## src/hw/rtl/semr_pkg.sv

```systemverilog
package semr_pkg;

  // Line store depth; also the largest usable frame width.
  localparam int MAX_WIDTH = 2048;
  localparam int COL_W     = $clog2(MAX_WIDTH);
  localparam int WID_W     = $clog2(MAX_WIDTH + 1);

  localparam int FW_W       = 12;
  localparam int FH_W       = 16;
  localparam int ROW_W      = 17;
  localparam int CFG_DATA_W = 16;

  localparam int NUM_CH  = 3;
  localparam int CH_W    = 8;
  localparam int PIX_W   = NUM_CH * CH_W;
  localparam int KSUM_W  = CH_W + 2;
  localparam int GRAD_W  = KSUM_W + 1;
  localparam int SUM_W   = 2 * GRAD_W - 1;
  localparam int MAG_STEPS = CH_W;

  localparam logic [FW_W-1:0] FRAME_WIDTH_RST  = FW_W'(640);
  localparam logic [FH_W-1:0] FRAME_HEIGHT_RST = FH_W'(480);

  // channel slots inside a pixel word
  localparam int CH_RED   = 2;
  localparam int CH_GREEN = 1;
  localparam int CH_BLUE  = 0;

  typedef enum logic {
    REG_FRAME_WIDTH  = 1'b0,
    REG_FRAME_HEIGHT = 1'b1
  } cfg_reg_t;

  typedef logic [PIX_W-1:0] pix_t;

  typedef struct packed {
    pix_t top;
    pix_t mid;
    pix_t bot;
  } column_t;

  typedef struct packed {
    logic    last;
    column_t lft;
    column_t ctr;
    column_t rgt;
  } win_t;

  typedef struct packed {
    logic                        last;
    logic [NUM_CH-1:0][SUM_W-1:0] sum;
  } sum_t;

  typedef struct packed {
    logic                         last;
    logic [NUM_CH-1:0][SUM_W-1:0] sum;
    logic [NUM_CH-1:0][CH_W-1:0]  mag;
  } mag_t;

endpackage

```

## src/hw/rtl/semr_mag_cell.sv

```systemverilog
module semr_mag_cell import semr_pkg::*; (
  input  logic            clk,
  input  logic            rst,
  input  logic            en,
  input  logic [CH_W-1:0] probe,
  input  logic            d_valid,
  input  mag_t            d,
  output logic            q_valid,
  output mag_t            q
);

  logic [CH_W-1:0]   t      [NUM_CH];
  logic [2*CH_W-1:0] sq     [NUM_CH];
  logic [2*CH_W-1:0] lhs    [NUM_CH];
  logic [NUM_CH-1:0][CH_W-1:0] mag_next;

  // keep the probe bit if (n|bit)^2 - (n|bit) is still below the sum
  always_comb begin
    for (int i = 0; i < NUM_CH; i++) begin
      t[i]   = d.mag[i] | probe;
      sq[i]  = (2*CH_W)'(t[i]) * (2*CH_W)'(t[i]);
      lhs[i] = sq[i] - (2*CH_W)'(t[i]);
      mag_next[i] = (SUM_W'(lhs[i]) < d.sum[i]) ? t[i] : d.mag[i];
    end
  end

  always_ff @(posedge clk) begin
    if (rst) begin
      q_valid <= 1'b0;
    end else if (en) begin
      q_valid <= d_valid;
    end
  end

  always_ff @(posedge clk) begin
    if (en) begin
      q.last <= d.last;
      q.sum  <= d.sum;
      q.mag  <= mag_next;
    end
  end

endmodule
```

## config.mk

```make
export PLATFORM = sky130hd
export DESIGN_NAME = semr_mag_cell
export DESIGN_NICKNAME = d
export VERILOG_FILES = /design/src/hw/rtl/semr_pkg.sv /design/src/hw/rtl/semr_mag_cell.sv
export SDC_FILE = /design/constraint.sdc
export NUM_CORES = 1
export LEC_CHECK = 0
export ABC_AREA = 1
export BUFFER_PORTS_ARGS = -buffer_cell sky130_fd_sc_hd__buf_4
export CORE_MARGIN = 2
export CORE_UTILIZATION = 29
export DETAILED_ROUTE_END_ITERATION = 12
export HOLD_SLACK_MARGIN = 0.03
export PLACE_DENSITY = 0.52
export RECOVER_POWER = 100
export SYNTH_ARGS = -nofsm -noshare
export SYNTH_HDL_FRONTEND = slang
export SYNTH_SLANG_ARGS = --single-unit
```

## constraint.sdc

```tcl
create_clock -name clk -period 10.9 [get_ports clk]
set_input_delay 1.09 -clock clk [delete_from_list [all_inputs] [get_ports clk]]
set_output_delay 1.09 -clock clk [all_outputs]
set_load 0.01 [all_outputs]
```

-- Word level (Yosys, flattened, before mapping)
Index checks and enable logic that the tools add are counted.
- flip-flop bits (word level): 89
- input bits: 100
- output and inout port bits: 89
- add/sub/neg operators: 3
- multipliers: 3
- $lt $le $gt $ge: 3
- multiplexer cells: 3
- bitwise operators: 3
- operators by type and width (kind ; count):
    16-bit by 21-bit < comparator with 1-bit output ; 3
    8-bit by 8-bit multiplier with 16-bit output ; 3
    16-bit by 8-bit subtractor with 16-bit output ; 3
    8-bit two-way mux ; 3
    8-bit OR ; 3

-- Logic depth before layout (Yosys ltp)
- word-level depth: 5
- mapped depth: 29

-- Worst setup path before layout
No wires, ideal clock.
- path type: input port to flip-flop
- from: input d[12] (netlist bit)
- to: register q[10] (netlist bit) (data pin)
- setup time: 253 ps
- arrival time: 5500 ps
- required time: 10647 ps
- setup slack: 5146 ps
- stages: 26
- path buffers: 0
- cells stage by stage: nor2_1 inv_1 nand2_1 fa_1 inv_1 fa_1 fa_1 inv_1 fa_1 inv_1 ha_1 a21oi_1 o21ai_0 a21oi_1 nand2_1 nand2_1 nand2_1 ha_1 nand2_1 nor2_1 nand2_2 inv_1 nand2_2 nand3_4 nand2_1 nand2_1
- RTL lines (what ; line ; RTL):
    from (decl) ; semr_mag_cell.sv:7 ; input mag_t d,
    to (decl) ; semr_mag_cell.sv:9 ; output mag_t q

==> key figures <==
Outcome
  – Status: complete, but fails checks
  – Failing checks: max-capacitance violations, max-slew violations

Power and ir drop
  – Tot Pwr: between 3 and 4 mW
  – Leak: 6.52 nW
  – IR Drop Worst-Case VDD: 0.000136 V
  – P per Cell Area: 283 nW/um^2

Clock network
  – Root Driver: clkbuf_16
  – Clock slew at reported path FFs: 0.07 ns
  – Worst-Skew Late Latency: 0.37 ns
  – Clock Path Buffers: 2
  – CTS tree: built
  – Post-CTS setup buffers: 0
  – CTS Hold Buffers Added: 0
  – CTS sink cnt: 89
  – Total clock buffers created by CTS: 9
  – Post-cts resize count: 0
  – Htree depth: 3

STA
  – Final Max Slew Viols: 69
  – Hold Vio Cnt, Final: 0
  – Max Clock Freq: 149 MHz
  – Final Skew: 0 ns
  – Fin crit share: 0.614
  – RSZ-0062 raised after global routing: false
  – Setup-failing EPs final: 0
  – Actual slew at the worst max-slew pin: 4.14 ns
  – Setup TNS: 0 ns
  – Period minus WS final: 6.69 ns
  – Slew HR: -1.76

GRT
  – Initial antenna violation count: 0
  – Gr ovfl total: 0
  – Total track usage: 0.150
  – Vias in the first global route: just under 9,000
  – Largest net degree at the start of global routing: 69
  – First-pass GRT wire length: ~45 mm

Worst hold path
  – Class of the worst hold path: register to register

Finish
  – Commonest cells after routing, fill and taps aside: inv_1 (321), nand2_1 (253), ha_1 (144)
  – Diodes inserted: 0
  – Nets: 1,813
  – Share of layout cells above drive strength 1: 0.0929
  – Fin area: 12,500 um^2
  – Commonest non-fill, non-tap cell in the layout: inv_1
  – Post-Layout Cell Count: 1,943
  – Area growth, synth to finish: 16.9%

Die
  – Die Width: 196 um
  – Starting Density: 0.293
  – I/O pin total: 189
  – Die Ht: a little under 200 um
  – Row count: 70
  – Core ar.: approximately 36,000 um^2
  – Die Area: between 30,000 and 40,000 um^2

Logic synthesis
  – Synth Warn #: 0
  – Asr flop ratio synth: 0
  – Post-synthesis sequential area ratio: 0.249
  – Syn avg cell area: 8.43 um^2
  – Share of the synthesized area in the top cell type: 0.247
  – Syn Inst Count: 1,268
  – Register bit total from synthesis: 89
  – Post-synthesis instance area: roughly 11,000 um^2
  – Synth top area cells: edfxtp_1 (25%), fa_1 (19%), ha_1 (17%)
  – Cell taking the most area after synthesis: edfxtp_1
  – Number of enable flip-flop cells after synthesis: 88
  – Netlist cell types: 34
  – Synth Flop Type: edfxtp_1

Place
  – Post-placement cell count: 1,927
  – Final GP Congestion: 0.879
  – DP Wirelength: 23.6 mm
  – Placed Area: 12,700 um^2
  – PortBufs: 188

Worst setup path
  – Worst reg2reg setup slack: between 10 and 15 ns
  – Endpoint class of the critical path: register
  – Crit start category: input pin
  – Data arrival, critical path: 6.80 ns
  – Req. time, crit path: 11.01 ns
  – Critical-path maximum fanout: 9
  – Setup CP Type: input pin to register

Routing
  – WL final: 27.7 mm
  – Final ANT Viol Nets: 0
  – Avg WL per Cell: 14.3 um
  – Vias per cell: 4.36
  – DRC violation count after routing: 0
  – DRT Pass-1 Iters: 5
  – Iteration-0 DRC count of the detailed router: 311
  – DR vias: roughly 8,500

Job
  – Maxcap violations: 1
## where the power goes
group | total (mW) | internal (mW) | switching (mW)
Clock | 0.312 | 0.158 | 0.154
Combinational | 2.80 | 1.09 | 1.70
Sequential | 0.421 | 0.412 | 0.00946
Total | 3.53 | 1.66 | 1.87
## sequential cells by signal, summed over array words and instances (netlist names)
| name | flops |
|---|---|
| q | 88 |
| q_valid | 1 |
## cell families after synthesis
group                      share of synthesized area
adders and majority gates                      0.354
muxes                                       0.000937
and+or+nand+nor                                0.210
AOI/OAI and AO/OA                             0.0371
xor gates and xnor gates                      0.0320
other                                       0.000351
DFF                                            0.249
buffers and inverters                          0.117
## per-stage QoR
step	hold slack (ns)	util	setup WS [ns]
6_report	0.503	0.343	4.21
5_1_grt	0.542	0.343	3.81
4_1_cts	0.508	0.356	4.36
3_5_place_dp	0.490	0.348	3.96
3_3_place_gp	0.479	0.348	3.95
2_1_floorplan	0.528	-	5.15
## routing by layer
layer,part of all wire,up-vias,GRT usage
li1,-,4305,-
met1,0.45,3933,0.192
met2,0.48,203,0.260
met3,0.050,27,0.0254
met4,0.019,0,0.0443
met5,0,-,0
## area by class of cell
type	instances	area [um^2]
clock buffers	10	229
clock inverters	6	51.3
fillers	3961	23900
inverters	328	1230
multi-input cells	853	6760
flip-flops and latches	89	2660
well taps	468	586
repair buffers	189	968
## synth_stat cells (6+ instances only)
| cell | number |
|---|---|
| nand4_1 | 31 |
| nand3_1 | 31 |
| nor2_1 | 118 |
| nor2_4 | 12 |
| nand2_1 | 252 |
| xnor2_1 | 15 |
| fa_1 | 99 |
| ha_1 | 144 |
| a21oi_1 | 42 |
| a21o_1 | 6 |
| edfxtp_1 | 88 |
| nor2_2 | 12 |
| xor2_1 | 24 |
| inv_1 | 321 |
| nand2_4 | 7 |
| inv_2 | 6 |
| o21ai_0 | 17 |
| nand2_2 | 13 |
## critical path, stage by stage
cell     delay, ns
buf_4         0.15
nor2_1        0.53
inv_1         0.26
nand2_1       0.17
fa_1          0.42
inv_1         0.08
fa_1          0.44
fa_1          0.54
inv_1         0.05
fa_1          0.53
inv_1         0.04
ha_1          0.36
a21oi_1       0.25
o21ai_0       0.17
nand2_1       0.11
nand3_1       0.07
nand2_1       0.06
nand2_1       0.07
ha_1          0.28
nand2_1       0.08
o21ai_0       0.11
nand2_1       0.30
nand3_1       0.38
nand2_1       0.15
nand2_1       0.09
## path summary, 6_finish.rpt
check | start | endpoint | depth (start not counted)
worst max-delay path | d[4] | q[4] | 25
worst min-delay path | q_valid | q_valid | 2
worst max register to register | q_valid | q_valid | 2
worst min register to register | q_valid | q_valid | 2
No activity file was read; power rests on OpenSTA's default activity.
