File: config.mk
export PLATFORM = sky130hd
export DESIGN_NAME = semr_grad
export DESIGN_NICKNAME = d
export VERILOG_FILES = /design/src/hw/rtl/semr_pkg.sv /design/src/hw/rtl/semr_grad.sv
export SDC_FILE = /design/constraint.sdc
export NUM_CORES = 2
export LEC_CHECK = 0
export ABC_AREA = 1
export ABC_CLOCK_PERIOD_IN_PS = 8500
export BUFFER_PORTS_ARGS = -buffer_cell sky130_fd_sc_hd__buf_2
export CAP_MARGIN = 20
export CORE_ASPECT_RATIO = 1.1
export CORE_MARGIN = 4
export CORE_UTILIZATION = 55
export DETAILED_ROUTE_END_ITERATION = 10
export PLACE_DENSITY_LB_ADDON = 0.2
export SYNTH_ARGS = -nofsm -noshare
export SYNTH_HDL_FRONTEND = slang
export SYNTH_SLANG_ARGS = --single-unit
File: constraint.sdc
create_clock -name clk -period 8.5 [get_ports clk]
set_input_delay 0.425 -clock clk [delete_from_list [all_inputs] [get_ports clk]]
set_output_delay 0.425 -clock clk [all_outputs]
set_load 0.005 [all_outputs]
File: src/hw/rtl/semr_pkg.sv
package semr_pkg;

  // Line store depth; also the largest usable frame width.
  localparam int MAX_WIDTH = 2048;
  localparam int COL_W     = $clog2(MAX_WIDTH);
  localparam int WID_W     = $clog2(MAX_WIDTH + 1);

  localparam int FW_W       = 12;
  localparam int FH_W       = 16;
  localparam int ROW_W      = 17;
  localparam int CFG_DATA_W = 16;

  localparam int NUM_CH  = 3;
  localparam int CH_W    = 8;
  localparam int PIX_W   = NUM_CH * CH_W;
  localparam int KSUM_W  = CH_W + 2;
  localparam int GRAD_W  = KSUM_W + 1;
  localparam int SUM_W   = 2 * GRAD_W - 1;
  localparam int MAG_STEPS = CH_W;

  localparam logic [FW_W-1:0] FRAME_WIDTH_RST  = FW_W'(640);
  localparam logic [FH_W-1:0] FRAME_HEIGHT_RST = FH_W'(480);

  // channel slots inside a pixel word
  localparam int CH_RED   = 2;
  localparam int CH_GREEN = 1;
  localparam int CH_BLUE  = 0;

  typedef enum logic {
    REG_FRAME_WIDTH  = 1'b0,
    REG_FRAME_HEIGHT = 1'b1
  } cfg_reg_t;

  typedef logic [PIX_W-1:0] pix_t;

  typedef struct packed {
    pix_t top;
    pix_t mid;
    pix_t bot;
  } column_t;

  typedef struct packed {
    logic    last;
    column_t lft;
    column_t ctr;
    column_t rgt;
  } win_t;

  typedef struct packed {
    logic                        last;
    logic [NUM_CH-1:0][SUM_W-1:0] sum;
  } sum_t;

  typedef struct packed {
    logic                         last;
    logic [NUM_CH-1:0][SUM_W-1:0] sum;
    logic [NUM_CH-1:0][CH_W-1:0]  mag;
  } mag_t;

endpackage

File: src/hw/rtl/semr_grad.sv
module semr_grad import semr_pkg::*; (
  input  logic clk,
  input  logic rst,
  input  logic en,
  input  logic d_valid,
  input  win_t d,
  output logic q_valid,
  output sum_t q
);

  logic                     ga_valid;
  logic                     ga_last;
  logic signed [GRAD_W-1:0] gx      [NUM_CH];
  logic signed [GRAD_W-1:0] gy      [NUM_CH];
  logic signed [GRAD_W-1:0] gx_next [NUM_CH];
  logic signed [GRAD_W-1:0] gy_next [NUM_CH];
  logic signed [2*GRAD_W-1:0] sqx   [NUM_CH];
  logic signed [2*GRAD_W-1:0] sqy   [NUM_CH];

  // a + 2b + c on one channel
  function automatic logic [KSUM_W-1:0] wsum(pix_t a, pix_t b, pix_t c, int ch);
    logic [CH_W-1:0] x;
    logic [CH_W-1:0] y;
    logic [CH_W-1:0] z;
    x = a[ch*CH_W +: CH_W];
    y = b[ch*CH_W +: CH_W];
    z = c[ch*CH_W +: CH_W];
    return KSUM_W'(x) + (KSUM_W'(y) << 1) + KSUM_W'(z);
  endfunction

  always_comb begin
    for (int i = 0; i < NUM_CH; i++) begin
      gx_next[i] = $signed({1'b0, wsum(d.rgt.top, d.rgt.mid, d.rgt.bot, i)})
                 - $signed({1'b0, wsum(d.lft.top, d.lft.mid, d.lft.bot, i)});
      gy_next[i] = $signed({1'b0, wsum(d.lft.bot, d.ctr.bot, d.rgt.bot, i)})
                 - $signed({1'b0, wsum(d.lft.top, d.ctr.top, d.rgt.top, i)});
      sqx[i] = gx[i] * gx[i];
      sqy[i] = gy[i] * gy[i];
    end
  end

  always_ff @(posedge clk) begin
    if (rst) begin
      ga_valid <= 1'b0;
      q_valid  <= 1'b0;
    end else if (en) begin
      ga_valid <= d_valid;
      q_valid  <= ga_valid;
    end
  end

  always_ff @(posedge clk) begin
    if (en) begin
      ga_last <= d.last;
      gx      <= gx_next;
      gy      <= gy_next;
      q.last  <= ga_last;
      for (int i = 0; i < NUM_CH; i++) begin
        q.sum[i] <= sqx[i][SUM_W-1:0] + sqy[i][SUM_W-1:0];
      end
    end
  end

endmodule

======== Word-level counts from Yosys, hierarchy flattened ========
Cells that the tools add are included.
word-level totals
  bits in registers ....................... 133
  latch bits .............................. 0
  RAM bits ................................ 0
  ROM bits ................................ 0
  input port bits ......................... 221
  output and inout port bits .............. 65
  word-level logic and storage cells ...... 52
  memories kept ........................... 0
cells by class
  $add $sub $neg .......................... 33
  multiply operators ...................... 6
  divide/modulo/power cells ............... 0
  $lt $le $gt $ge ......................... 0
  equality and inequality tests ........... 0
  shift operators ......................... 0
  multiplexer cells ....................... 0
  bitwise logic cells ..................... 0
  reductions and logical operators ........ 0
operator list
  kind                                            count
  11-bit by 11-bit multiplier with 21-bit output  6
  10-bit by 8-bit adder with 10-bit output        12
  8-bit by 9-bit adder with 10-bit output         12
  10-bit by 10-bit subtractor with 11-bit output  6
  21-bit adder                                    3

======== Longest topological paths before layout ========
  depth in word-level cells ............... 3
  depth in mapped cells ................... 27
  gate-level depth less buffers ........... 26

======== Worst setup path after synthesis ========
OpenSTA, ideal clock, no wires.
  path kind ............................... reg2reg
  from .................................... register gy[32] (netlist name)
  to ...................................... register q[20] (netlist name) (data pin)
  library setup time ...................... 252 ps
  data arrival time ....................... 5733 ps
  required time ........................... 8248 ps
  setup slack ............................. 2514 ps
  cell stages (with the launch flop) ...... 24
  buffers on the path ..................... 1
  period minus slack after synthesis ...... 5986 ps
  path through ............................ edfxtp_1 > clkbuf_1 > nand2_1 > inv_1 > fa_1 > fa_1 > inv_1 > fa_1 > inv_1 > fa_1 > fa_1 > fa_1 > inv_1 > fa_1 > inv_1 > ha_1 > nand2_1 > nor2_1 > nand3_1 > nand3_1 > nand2_1 > nand3_1 > nand3b_1 > nand2_1
on the way
  longest elaborated chain between the ends .. 2
ends and longest elaborated chain
  what                                            line             source
  from (decl)                                     semr_grad.sv:14  logic signed [GRAD_W-1:0] gy [NUM_CH];
  from (signal assigned)                          semr_grad.sv:56  gy <= gy_next;
  11-bit by 11-bit multiplier with 21-bit output  semr_grad.sv:38  sqy[i] = gy[i] * gy[i];
  21-bit adder                                    semr_grad.sv:59  q.sum[i] <= sqx[i][SUM_W-1:0] + sqy[i][SUM_W-1:0];
  to (decl)                                       semr_grad.sv:8   output sum_t q
Every way passes these cells.
A chain may end at the register's enable or synchronous reset.

======== Worst setup path after layout ========
Same ends and word-level chain as after synthesis.

==> flow_summary.toml <==
[clock_network]
h-tree-depth = 4
ctsResizeCount = 0
clockRootBuffer = "clkbuf_16"
numCtsBuffers = 17
cts_tree = "built"
postCtsHoldBufs = 0
clkSinkCount = 133
clk_pin_slew_ns = 0.08
clockBufferDepth = 2
postCtsSetupBuffers = 0
clock_latency_ns = 0.48

[setup_path]
path_cells = "nand2_1, inv_1, fa_1, fa_1, inv_1, fa_1, inv_1, fa_1, fa_1, fa_1, inv_1, fa_1, inv_1, ha_1, nand2_1, nor2_1, nand3_1, nand3_1, nand2_1, nand3_1, nand3b_1, nand2_1"
endpoint_kind = "register"
reg2reg_from = "gy[32]"
cpMostUsedCell = "fa_1"
crit_slowest_cell = "edfxtp_1"
worstPathRequired_ns = 8.74
slowest_delay_ns = 0.76
path_buf_inv = 5
startpoint = "gy[32]"
crit_fanout = 17
arrival_ns = 6.91
crit_type = "reg -> reg"
critical_path.startpoint_type = "register"
crit_family = "adder cells"

[synthesis]
synthArstFlopShare = 0
yosys_warnings = 0
ys_seq_area_frac = 0.111
netlist_area_sq_mm = 0.0359
synth.net_count = 5260
netlist_top_cells_count = "1404 x inv_1, 859 x fa_1, 576 x nand2_1"
synth_top_cell_by_area = "fa_1"
synth-seq-cells = 133
synth.area.top_cells = "fa_1 48%, inv_1 15%, edfxtp_1 11%"
synthMostInstantiatedCell = "inv_1"
synth_edf_count = 131
yosysTopAreaCellShare = 0.479
synthCells = 3866
synth_cell_types = 35
synthFlopType = "edfxtp_1"
avgSynthCellArea_sq_um = 9.29

[finish]
area_growth_pct = 7.82
drive_gt1_frac = 0.0794
fin_nets = 5472

[floorplanning]
ioPinCount = 286
fp.dieH_um = 276
die_w_um = 252
design.die.area_sq_mm = 0.0695
core_area_sq_mm = 0.0649
rows = 98
floorplan.initialDensity = 0.554

[hold_path]
min_path_type = "in -> reg"
min_from = "rst"

[timing]
worstMarginPinSlew_ns = 0.846
period_needed_ns = 6.66
fmax_mhz = 150
hold_viol_final = 0
finalCritPeriodShare = 0.784
relSlewSlack = 0.436
setup_tns_ns = 0
timing.final.ws_setup_ns = 1.84
fin_skew_ns = 0.0175
rsz0062_at_grt = "no"
setup_violations = 0
drv_slew = 0

[detailed_routing]
drt_first_pass_iters = 4
ant_nets = 0
wire_per_inst_um = 14.3
drc = 0
via_count = 23700
first_iter_violations = 865
wl_um = 70600
viasPerCell = 4.79

[placed_design]
place.gp.congestion = 0.848
pre_cts_ws_ns = 1.80
portBuffers = 261
dp_hpwl_um = 62200

[job]
max_cap_viol_count = 0

[global_route]
grt_max_degree = 74
antenna_found_initial = 4
grt_pass1_wl_um = 126000
grt_use_total = 0.224
grt_overflow_total = 0
grt_pass1_vias = 26900

[run_status]
status = "finished clean"
==> through the flow <==
stage,area [sq um],util,hold slack [ns],std cells
5_1_grt,38700,0.597,0.103,4942
2_1_floorplan,35900,-,0.400,3866
3_3_place_gp,38000,0.586,0.404,4909
6_report,38700,0.597,0.108,4943
4_1_cts,38700,0.597,0.0687,4941
3_5_place_dp,38000,0.586,0.422,4909
==> kinds of logic after synthesis <==
| group | Yosys count | synth area share |
|---|---|---|
| flip-flops | 133 | 0.111 |
| adder cells (fa/ha/maj) | 1173 | 0.588 |
| XOR/XNOR | 132 | 0.0322 |
| AO/OA/AOI/OAI | 172 | 0.0269 |
| AND/OR/NAND/NOR | 781 | 0.0879 |
| buffers and inverters | 1475 | 0.154 |
==> final timing paths <==
check | slack, ns | endpoint | cells after the start
worst max register to register | 1.84 | q[20] | 22
worst min-delay path | 0.11 | q_valid | 2
worst min register to register | 0.42 | q[63] | 0
worst max-delay path | 1.84 | q[20] | 22
==> per-layer routing <==
metal	share of wire	GRT usage
met1	0.40	0.279
met2	0.53	0.407
met5	0.00018	0
met3	0.031	0.0273
met4	0.032	0.0717
==> cell usage in the layout (no fill, tap or decap), types with 3 or more instances in the layout <==
master	n
nor2_1	90
o21bai_1	3
a31oi_1	7
o21ai_1	8
nor3_1	5
nand2_1	576
fa_1	859
a21oi_2	4
nand2_2	3
or2_2	18
clkinv_1	3
xor2_1	94
bufinv_16	7
o211ai_1	7
xnor2_1	38
clkbuf_16	17
nand3_1	64
ha_1	314
inv_1	1404
nand3b_1	6
a21o_1	8
o21ai_0	19
nand3_2	4
edfxtp_1	131
nand4_1	11
buf_2	260
a21oi_1	108
==> flip-flops by register name, indices dropped and copies added (netlist names) <==
register,flops
gy,33
gx,33
q_valid,1
q,64
ga_valid,1
ga_last,1
==> area by class of cell <==
class                   count  area, sq um
inverters                1405         5270
diodes                      2         5.00
clock inverters            14          255
clock buffers              18          429
fillers                  5736        26100
well taps                 850         1060
multi-input cells        2258        26400
repair buffers            263         1330
flip-flops and latches    133         3970
Power is left out: the tool's default activity adds up to more than one toggle a clock period on the data nets, which glitch-free logic cannot reach.
