<file path="src/hw/rtl/semr_pkg.sv">
package semr_pkg;

  // Line store depth; also the largest usable frame width.
  localparam int MAX_WIDTH = 2048;
  localparam int COL_W     = $clog2(MAX_WIDTH);
  localparam int WID_W     = $clog2(MAX_WIDTH + 1);

  localparam int FW_W       = 12;
  localparam int FH_W       = 16;
  localparam int ROW_W      = 17;
  localparam int CFG_DATA_W = 16;

  localparam int NUM_CH  = 3;
  localparam int CH_W    = 8;
  localparam int PIX_W   = NUM_CH * CH_W;
  localparam int KSUM_W  = CH_W + 2;
  localparam int GRAD_W  = KSUM_W + 1;
  localparam int SUM_W   = 2 * GRAD_W - 1;
  localparam int MAG_STEPS = CH_W;

  localparam logic [FW_W-1:0] FRAME_WIDTH_RST  = FW_W'(640);
  localparam logic [FH_W-1:0] FRAME_HEIGHT_RST = FH_W'(480);

  // channel slots inside a pixel word
  localparam int CH_RED   = 2;
  localparam int CH_GREEN = 1;
  localparam int CH_BLUE  = 0;

  typedef enum logic {
    REG_FRAME_WIDTH  = 1'b0,
    REG_FRAME_HEIGHT = 1'b1
  } cfg_reg_t;

  typedef logic [PIX_W-1:0] pix_t;

  typedef struct packed {
    pix_t top;
    pix_t mid;
    pix_t bot;
  } column_t;

  typedef struct packed {
    logic    last;
    column_t lft;
    column_t ctr;
    column_t rgt;
  } win_t;

  typedef struct packed {
    logic                        last;
    logic [NUM_CH-1:0][SUM_W-1:0] sum;
  } sum_t;

  typedef struct packed {
    logic                         last;
    logic [NUM_CH-1:0][SUM_W-1:0] sum;
    logic [NUM_CH-1:0][CH_W-1:0]  mag;
  } mag_t;

endpackage

</file>
<file path="src/hw/rtl/semr_window.sv">
module semr_window import semr_pkg::*; (
  input  logic    clk,
  input  logic    rst,
  input  logic    en,
  input  logic    d_valid,
  input  logic    col_first,
  input  logic    emit,
  input  logic    last,
  input  column_t fresh,
  output logic    q_valid,
  output win_t    q
);

  // two column cells; the third column is the fresh one
  column_t col1;
  column_t col2;

  always_ff @(posedge clk) begin
    if (rst) begin
      col1    <= '0;
      col2    <= '0;
      q_valid <= 1'b0;
    end else if (en) begin
      q_valid <= d_valid && emit;
      if (d_valid) begin
        col1 <= col_first ? '0 : col2;
        col2 <= fresh;
      end
    end
  end

  // at the start of a row the window still shows the previous row's last
  // column, with black to its right
  always_ff @(posedge clk) begin
    if (en && d_valid) begin
      q.last <= last;
      q.lft  <= col1;
      q.ctr  <= col2;
      q.rgt  <= col_first ? '0 : fresh;
    end
  end

endmodule

</file>
<file path="config.mk">
export PLATFORM = sky130hd
export DESIGN_NAME = semr_window
export DESIGN_NICKNAME = d
export VERILOG_FILES = /design/src/hw/rtl/semr_pkg.sv /design/src/hw/rtl/semr_window.sv
export SDC_FILE = /design/constraint.sdc
export NUM_CORES = 1
export LEC_CHECK = 0
export BUFFER_PORTS_ARGS = -buffer_cell sky130_fd_sc_hd__clkbuf_2
export CELL_PAD_IN_SITES_DETAIL_PLACEMENT = 1
export CELL_PAD_IN_SITES_GLOBAL_PLACEMENT = 2
export CORE_MARGIN = 4
export CORE_UTILIZATION = 25
export CTS_CLUSTER_SIZE = 8
export DETAILED_ROUTE_END_ITERATION = 10
export GPL_ROUTABILITY_DRIVEN = 0
export PLACE_DENSITY = 0.62
export SETUP_SLACK_MARGIN = 0.02
export SKIP_LAST_GASP = 1
export SLEW_MARGIN = 20
export SYNTH_ARGS = -nofsm -noshare
export SYNTH_HDL_FRONTEND = slang
export SYNTH_SLANG_ARGS = --single-unit
</file>
<file path="constraint.sdc">
create_clock -name clk -period 10.1 [get_ports clk]
set_input_delay 2.02 -clock clk [delete_from_list [all_inputs] [get_ports clk]]
set_output_delay 2.02 -clock clk [all_outputs]
set_load 0.005 [all_outputs]
</file>
## Yosys cells after proc, flatten, opt, wreduce, memory -nomap -nowiden

Index checks and enable logic that the tools add are counted.

| word-level totals | value |
|---|---|
| flip-flop bits (word level) | 362 |
| bits in latches | 0 |
| RAM bits | 0 |
| ROM bits | 0 |
| input port bits | 79 |
| output and inout bits | 218 |
| logic and storage cells | 21 |
| memories | 0 |

| cells by class | value |
|---|---|
| add/subtract/negate cells | 0 |
| $mul | 0 |
| div/mod/pow operators | 0 |
| $lt $le $gt $ge | 0 |
| eq/ne operators | 0 |
| shift operators | 0 |
| mux-type cells | 1 |
| bitwise gates (word level) | 0 |
| reductions and logical operators | 3 |

Operator list:

| operator | count |
|---|---|
| $mux W72 | 1 |
| $logic_and A1 B1 Y1 | 2 |
| $reduce_and A2 Y1 | 1 |

## Longest topological paths before layout

Gate-level depths: netlist of run 1.

| depth | value |
|---|---|
| depth after elaboration | 1 |
| mapped depth | 5 |
| depth with buffers taken out | 2 |

## Least setup slack after synthesis of run 1

Ideal clock, no wire load.

| timing path | value |
|---|---|
| path kind | input-to-reg |
| start | input d_valid |
| end | register q[0] (netlist name), enable pin |
| setup time | 0.606 ns |
| data arrival time | 7.457 ns |
| data required time | 9.494 ns |
| slack | 2.037 ns |
| stages | 4 |
| path buffers | 3 |
| path through | buf_4 > buf_4 > buf_2 > and2_1 |

| on the way | value |
|---|---|
| longest elaborated chain between the ends | 1 |

RTL lines:

| what | RTL line | RTL |
|---|---|---|
| start, declared | semr_window.sv:5 | `input logic d_valid,` |
| $logic_and A1 B1 Y1 | semr_window.sv:35 | `if (en && d_valid) begin` |
| end, declared | semr_window.sv:11 | `output win_t q` |

No other way between the ends.
A chain may end at the register's enable or synchronous reset.

## Worst setup path after layout of run 1

| timing path | value |
|---|---|
| start | input en |
| end | register q[179] (netlist name), enable pin |

| on the way | value |
|---|---|
| longest elaborated chain between the ends | 1 |

RTL lines:

| what | RTL line | RTL |
|---|---|---|
| start, declared | semr_window.sv:4 | `input logic en,` |
| $logic_and A1 B1 Y1 | semr_window.sv:35 |  |

No other way between the ends.

==> impl_metrics.env, run 1 <==
export IMPL_rr_startpoint="col2[14]"
export IMPL_cap_violations=0
export IMPL_worstSkewPairLatency_ps=570
export IMPL_path_clk_slew_ps=50
export IMPL_crit_type="input port to flop"
export IMPL_rsz0062_at_grt="no"
export IMPL_finalHoldViolations=0
export IMPL_numPortBuffers=296
export IMPL_slew_headroom=0.324
export IMPL_gr_total_overflow=0
export IMPL_cp_required_ps=10280
export IMPL_io_pins=297
export IMPL_rows=84
export IMPL_min_from="col1[6]"
export IMPL_dr_pass1_iters=4
export IMPL_p_switching_mw=0.763
export IMPL_clk_path_buf_depth=3
export IMPL_htreeDepth=2
export IMPL_worstHoldPathType="flop to flop"
export IMPL_min_path_cells=0
export IMPL_syn_area_per_cell_um2=14.0
export IMPL_grt_max_degree=120
export IMPL_r2r_setup_slack_ps=9220
export IMPL_dieHeight_um=240
export IMPL_finalPower_mw=3.44
export IMPL_tightest_slew_ps=1010
export IMPL_power_switching_share=0.222
export IMPL_grt_pass1_wl_mm=55.4
export IMPL_die_area_mm2=0.0578
export IMPL_cts_buffers=51
export IMPL_end_kind="flop"
export IMPL_cts_resized=0
export IMPL_p_leak_nw=6.24
export IMPL_cts_tree="done"
export IMPL_layout_common_cells="clkbuf_2, edfxtp_1, a21oi_1, dfxtp_1, a21bo_2"
export IMPL_path_max_fanout=119
export IMPL_reg2regPathDepth=2
export IMPL_ys_warn_count=0
export IMPL_syn_area_mm2=0.0135
export IMPL_synth_nets=1044
export IMPL_hpwl_mm=22.6
export IMPL_synth_seq_cells=362
export IMPL_setup_tns_ps=0
export IMPL_postCtsHoldBufs=0
export IMPL_final_common_cell="clkbuf_2"
export IMPL_cp_arrival_ps=4730
export IMPL_maxSlewViolCount=0
export IMPL_p_int_mw=2.68
export IMPL_post_cts_buffers=0
export IMPL_p_clk_frac=0.463
export IMPL_p_comb_frac=0.058
export IMPL_yosys_cell_types_count=14
export IMPL_grt_pass1_vias=8813
export IMPL_seqPwrFrac=0.480
export IMPL_start_util=0.255
export IMPL_grtUsageTotal=0.122
export IMPL_drc=0
export IMPL_wl_mm=36.6
export IMPL_root_buffer="clkbuf_16"
export IMPL_syn_to_final_growth_pct=25.8
export IMPL_status="finished, final reports clean"
export IMPL_drive_gt1_frac=0.382
export IMPL_antenna_found_initial=0
export IMPL_via_count=8717
export IMPL_vias_per_cell=4.45
export IMPL_die_w_um=240
export IMPL_syn_inst=965
export IMPL_startpoint_type="input port"
export IMPL_clock_fmax_ghz=0.220
export IMPL_wire_per_inst_um=18.7
export IMPL_drt_iter0_markers=457
export IMPL_final_period_utilization=0.450
export IMPL_fin_crit_ps=4550
export IMPL_hold_end="q[150]"
export IMPL_finalNetCount=1308
export IMPL_ir_worst_vdd_v=0.000104
export IMPL_fin_worst_skew_ps=16.3
export IMPL_setup_violations_final=0
export IMPL_rr_endpoint="col2[14]"
export IMPL_yosysSeqAreaShare=0.697
export IMPL_ant_nets=0
export IMPL_power_density_mw_per_mm2=203
export IMPL_cts_sinks=362
export IMPL_core_mm2=0.0530
==> power by group through the flow <==
stage	Sequential [mW]	Clock, mW	Combinational (mW)
floorplan	1.69	0	0.104
CTS	1.65	1.65	0.207
finish	1.65	1.59	0.199
global placement	1.68	0	0.204
global route	1.66	1.73	0.220
detailed placement	1.68	0	0.207
==> cell families (layout without fill, tap and decap cells) <==
group | count (synthesis) | count (layout) | synth area share
AO/OA/AOI/OAI | 289 | 289 | 0.160
buffers and inverters | 95 | 400 | 0.0340
flip-flops | 362 | 362 | 0.697
other | 0 | 1 | 0
AND/OR/NAND/NOR | 219 | 219 | 0.108
==> cells in the mapped netlist, drive strengths merged <==
cell type	instances	area share
a21bo	144	0.11
a21oi	145	0.054
and2	1	0.00046
buf	61	0.025
clkbuf	34	0.0095
dfxtp	145	0.21
edfxtp	217	0.48
nand2b	1	0.00046
nand3	73	0.027
nand4b	72	0.047
nor2b	72	0.033
==> worst max path at each step <==
stage	depth (start not counted)	from	to	slack, ps
floorplan	4	d_valid	q[0]	2040
global placement	4	en	q[103]	4960
detailed placement	4	en	q[177]	4880
CTS	4	en	q[52]	5510
global route	4	en	q[179]	5360
finish	4	en	q[179]	5550
==> critical path: stages <==
cell	delay (ps)
buf_8	530
and2_4	860
buf_4	450
buf_4	720
==> registers in the layout, summed over array words and instances, names as in the netlist <==
signal / cells
col1: 72
col2: 72
q: 217
q_valid: 1
==> layout make-up <==
cell class	instances	area (um2)
repair buffers	306	1590
multi-input cells	508	3630
diodes	1	2.50
fillers	5758	36000
clock inverters	1	3.75
clock buffers	93	1490
flip-flops and latches	362	9420
well taps	688	861
==> per-layer routing <==
metal | global-route usage | up-vias | wire length, um
li1 | - | 4119 | -
met1 | 0.163 | 4354 | 16400
met2 | 0.196 | 185 | 17500
met3 | 0.0290 | 59 | 1750
met4 | 0.0399 | 0 | 941
met5 | 0 | - | 0
==> per-stage QoR <==
stage / instance area [um2] / hold slack [ps] / instances / setup slack (ps) / utilization
5_1_grt: 17000 / 422 / 1958 / 5360 / 0.321
2_1_floorplan: 13500 / 399 / 965 / 2040 / -
4_1_cts: 17000 / 420 / 1958 / 5510 / 0.321
3_3_place_gp: 15500 / 404 / 1864 / 4960 / 0.292
3_5_place_dp: 15500 / 407 / 1864 / 4880 / 0.292
6_report: 17000 / 416 / 1959 / 5550 / 0.321
No activity file was read; power rests on OpenSTA's default activity.
==> run 2: changes to the inputs <==
--- a/config.mk
+++ b/config.mk
@@ -13,7 +13,7 @@
 export CTS_CLUSTER_SIZE = 8
 export DETAILED_ROUTE_END_ITERATION = 10
 export GPL_ROUTABILITY_DRIVEN = 0
-export PLACE_DENSITY = 0.62
+export PLACE_DENSITY = 0.64
 export SETUP_SLACK_MARGIN = 0.02
 export SKIP_LAST_GASP = 1
 export SLEW_MARGIN = 20
==> constraint.sdc (replaced) <==
create_clock -name clk -period 3.81 [get_ports clk]
set_input_delay 0.762 -clock clk [delete_from_list [all_inputs] [get_ports clk]]
set_output_delay 0.762 -clock clk [all_outputs]
set_load 0.005 [all_outputs]
==> run 2 against run 1 <==
Sequential cell count unchanged. Non-clock buffer count up 2. Routed wire length increased by 0.24%. Critical path type is now flop to output pin. Utilization rose by 0.22 points.
==> impl_metrics.env, run 2 (synthesis results as in run 1) <==
export IMPL_final_common_cell="clkbuf_2"
export IMPL_dr_pass1_iters=4
export IMPL_cts_tree="done"
export IMPL_placed_cell_area_mm2=0.0156
export IMPL_rr_endpoint="col2[2]"
export IMPL_startpoint_type="flop"
export IMPL_cts_sinks=362
export IMPL_p_comb_frac=0.059
export IMPL_postCtsHoldBufs=0
export IMPL_layout_common_cells="clkbuf_2, edfxtp_1, a21oi_1, dfxtp_1, a21bo_2"
export IMPL_largest_reg_flops=217
export IMPL_ant_nets=0
export IMPL_grt_max_degree=171
export IMPL_multi_input_area_mm2=0.00363
export IMPL_p_leak_nw=6.29
export IMPL_stdcell_count=1960
export IMPL_drive_gt1_frac=0.384
export IMPL_cp_required_ps=3050
export IMPL_power_density_mw_per_mm2=536
export IMPL_rsz0062_at_grt="no"
export IMPL_antenna_found_initial=0
export IMPL_worstSkewPairLatency_ps=570
export IMPL_end_kind="output pin"
export IMPL_ff_latch_area_mm2=0.00942
export IMPL_r2r_setup_slack_ps=2950
export IMPL_p_switching_mw=2.03
export IMPL_start_util=0.255
export IMPL_slowest_delay_ps=430
export IMPL_via_count=8793
export IMPL_grt_pass1_vias=8939
export IMPL_die_w_um=240
export IMPL_clock_fmax_ghz=0.517
export IMPL_crit_family="flip-flops"
export IMPL_crit_start="q[184]"
export IMPL_tightest_slew_ps=936
export IMPL_rows=84
export IMPL_hpwl_mm=22.4
export IMPL_hold_end="q[216]"
export IMPL_clk_path_buf_depth=3
export IMPL_gr_total_overflow=0
export IMPL_cp_buffers_inverters=1
export IMPL_fill_cells=5766
export IMPL_root_buffer="clkbuf_16"
export IMPL_p_int_mw=7.13
export IMPL_wire_per_inst_um=18.7
export IMPL_post_place_cells=1866
export IMPL_vias_per_cell=4.49
export IMPL_slowest_stage="edfxtp_1"
export IMPL_reg2regPathDepth=2
export IMPL_regMostFlops="q"
export IMPL_fin_crit_ps=1940
export IMPL_final_period_utilization=0.508
export IMPL_io_pins=297
export IMPL_setup_violations_final=0
export IMPL_stdcell_area_mm2=0.0171
export IMPL_status="finished, final reports clean"
export IMPL_cp_arrival_ps=1170
export IMPL_cts_resized=0
export IMPL_htreeDepth=2
export IMPL_ir_worst_vdd_v=0.000292
export IMPL_power_switching_share=0.222
export IMPL_fin_worst_skew_ps=16.6
export IMPL_p_clk_frac=0.464
export IMPL_dieHeight_um=240
export IMPL_drc=0
export IMPL_min_from="last"
export IMPL_finalHoldViolations=0
export IMPL_post_cts_buffers=0
export IMPL_seqPwrFrac=0.477
export IMPL_core_mm2=0.0530
export IMPL_maxSlewViolCount=0
export IMPL_crit_type="flop to output pin"
export IMPL_finalNetCount=1310
export IMPL_min_path_cells=1
export IMPL_path_clk_slew_ps=50
export IMPL_numPortBuffers=296
export IMPL_syn_to_final_growth_pct=26.7
export IMPL_rr_startpoint="col2[2]"
export IMPL_slew_headroom=0.376
export IMPL_reg_largest_list="q x217, col1 x72, col2 x72"
export IMPL_cp_cell_sequence="clkbuf_2"
export IMPL_die_area_mm2=0.0578
export IMPL_path_max_fanout=1
export IMPL_num_antenna_cells=0
export IMPL_cap_violations=0
export IMPL_setup_tns_ps=0
export IMPL_worstHoldPathType="input port to flop"
export IMPL_drt_iter0_markers=433
export IMPL_grt_pass1_wl_mm=55.2
export IMPL_wl_mm=36.7
export IMPL_cts_buffers=51
export IMPL_grtUsageTotal=0.122
[run 2: changes by cell type in the layout (fill, tap and decap cells not counted)]
cell / delta
buf_12: +8
buf_4: -5
buf_6: -1
clkbuf_8: +1
clkinv_1: -1
diode_2: -1
[run 2: how the worst max path moves through the flow]
| stage | to | depth (start not counted) |
|---|---|---|
| floorplan | q[0] | 4 |
| global placement | q[164] | 3 |
| detailed placement | q[162] | 3 |
| CTS | q[184] | 1 |
| global route | q[181] | 1 |
| finish | q[184] | 1 |
[run 2: layer usage]
metal,GRT usage,up-vias,routed length (um)
li1,-,4121,-
met1,0.159,4427,16000
met2,0.197,181,17900
met3,0.0325,64,1830
met4,0.0399,0,1010
met5,0,-,0
[run 2: layout make-up]
| class | count | share of cell area |
|---|---|---|
| Sequential cell | 362 | 0.551 |
| Tap cell | 688 | 0.0503 |
| Multi-Input combinational cell | 508 | 0.212 |
| Clock buffer | 94 | 0.0877 |
| Timing Repair Buffer | 308 | 0.0992 |
[run 2: per-stage QoR]
stage                     setup WS (ps)   util  power, mW  hold WS [ps]
after global routing               1820  0.323       9.58           331
after global placement             1380  0.295       5.00           403
after CTS                          1820  0.323       9.35           323
after floorplan                     600      -       4.73           399
final                              1870  0.323       9.17           374
after detailed placement           1350  0.295       5.02           407
[run 2: power groups by stage]
stage	clock [mW]	sequential [mW]	combinational, mW
detailed placement	0	4.46	0.560
floorplan	0	4.45	0.277
global placement	0	4.45	0.551
CTS	4.41	4.38	0.561
global route	4.59	4.39	0.596
finish	4.25	4.38	0.540
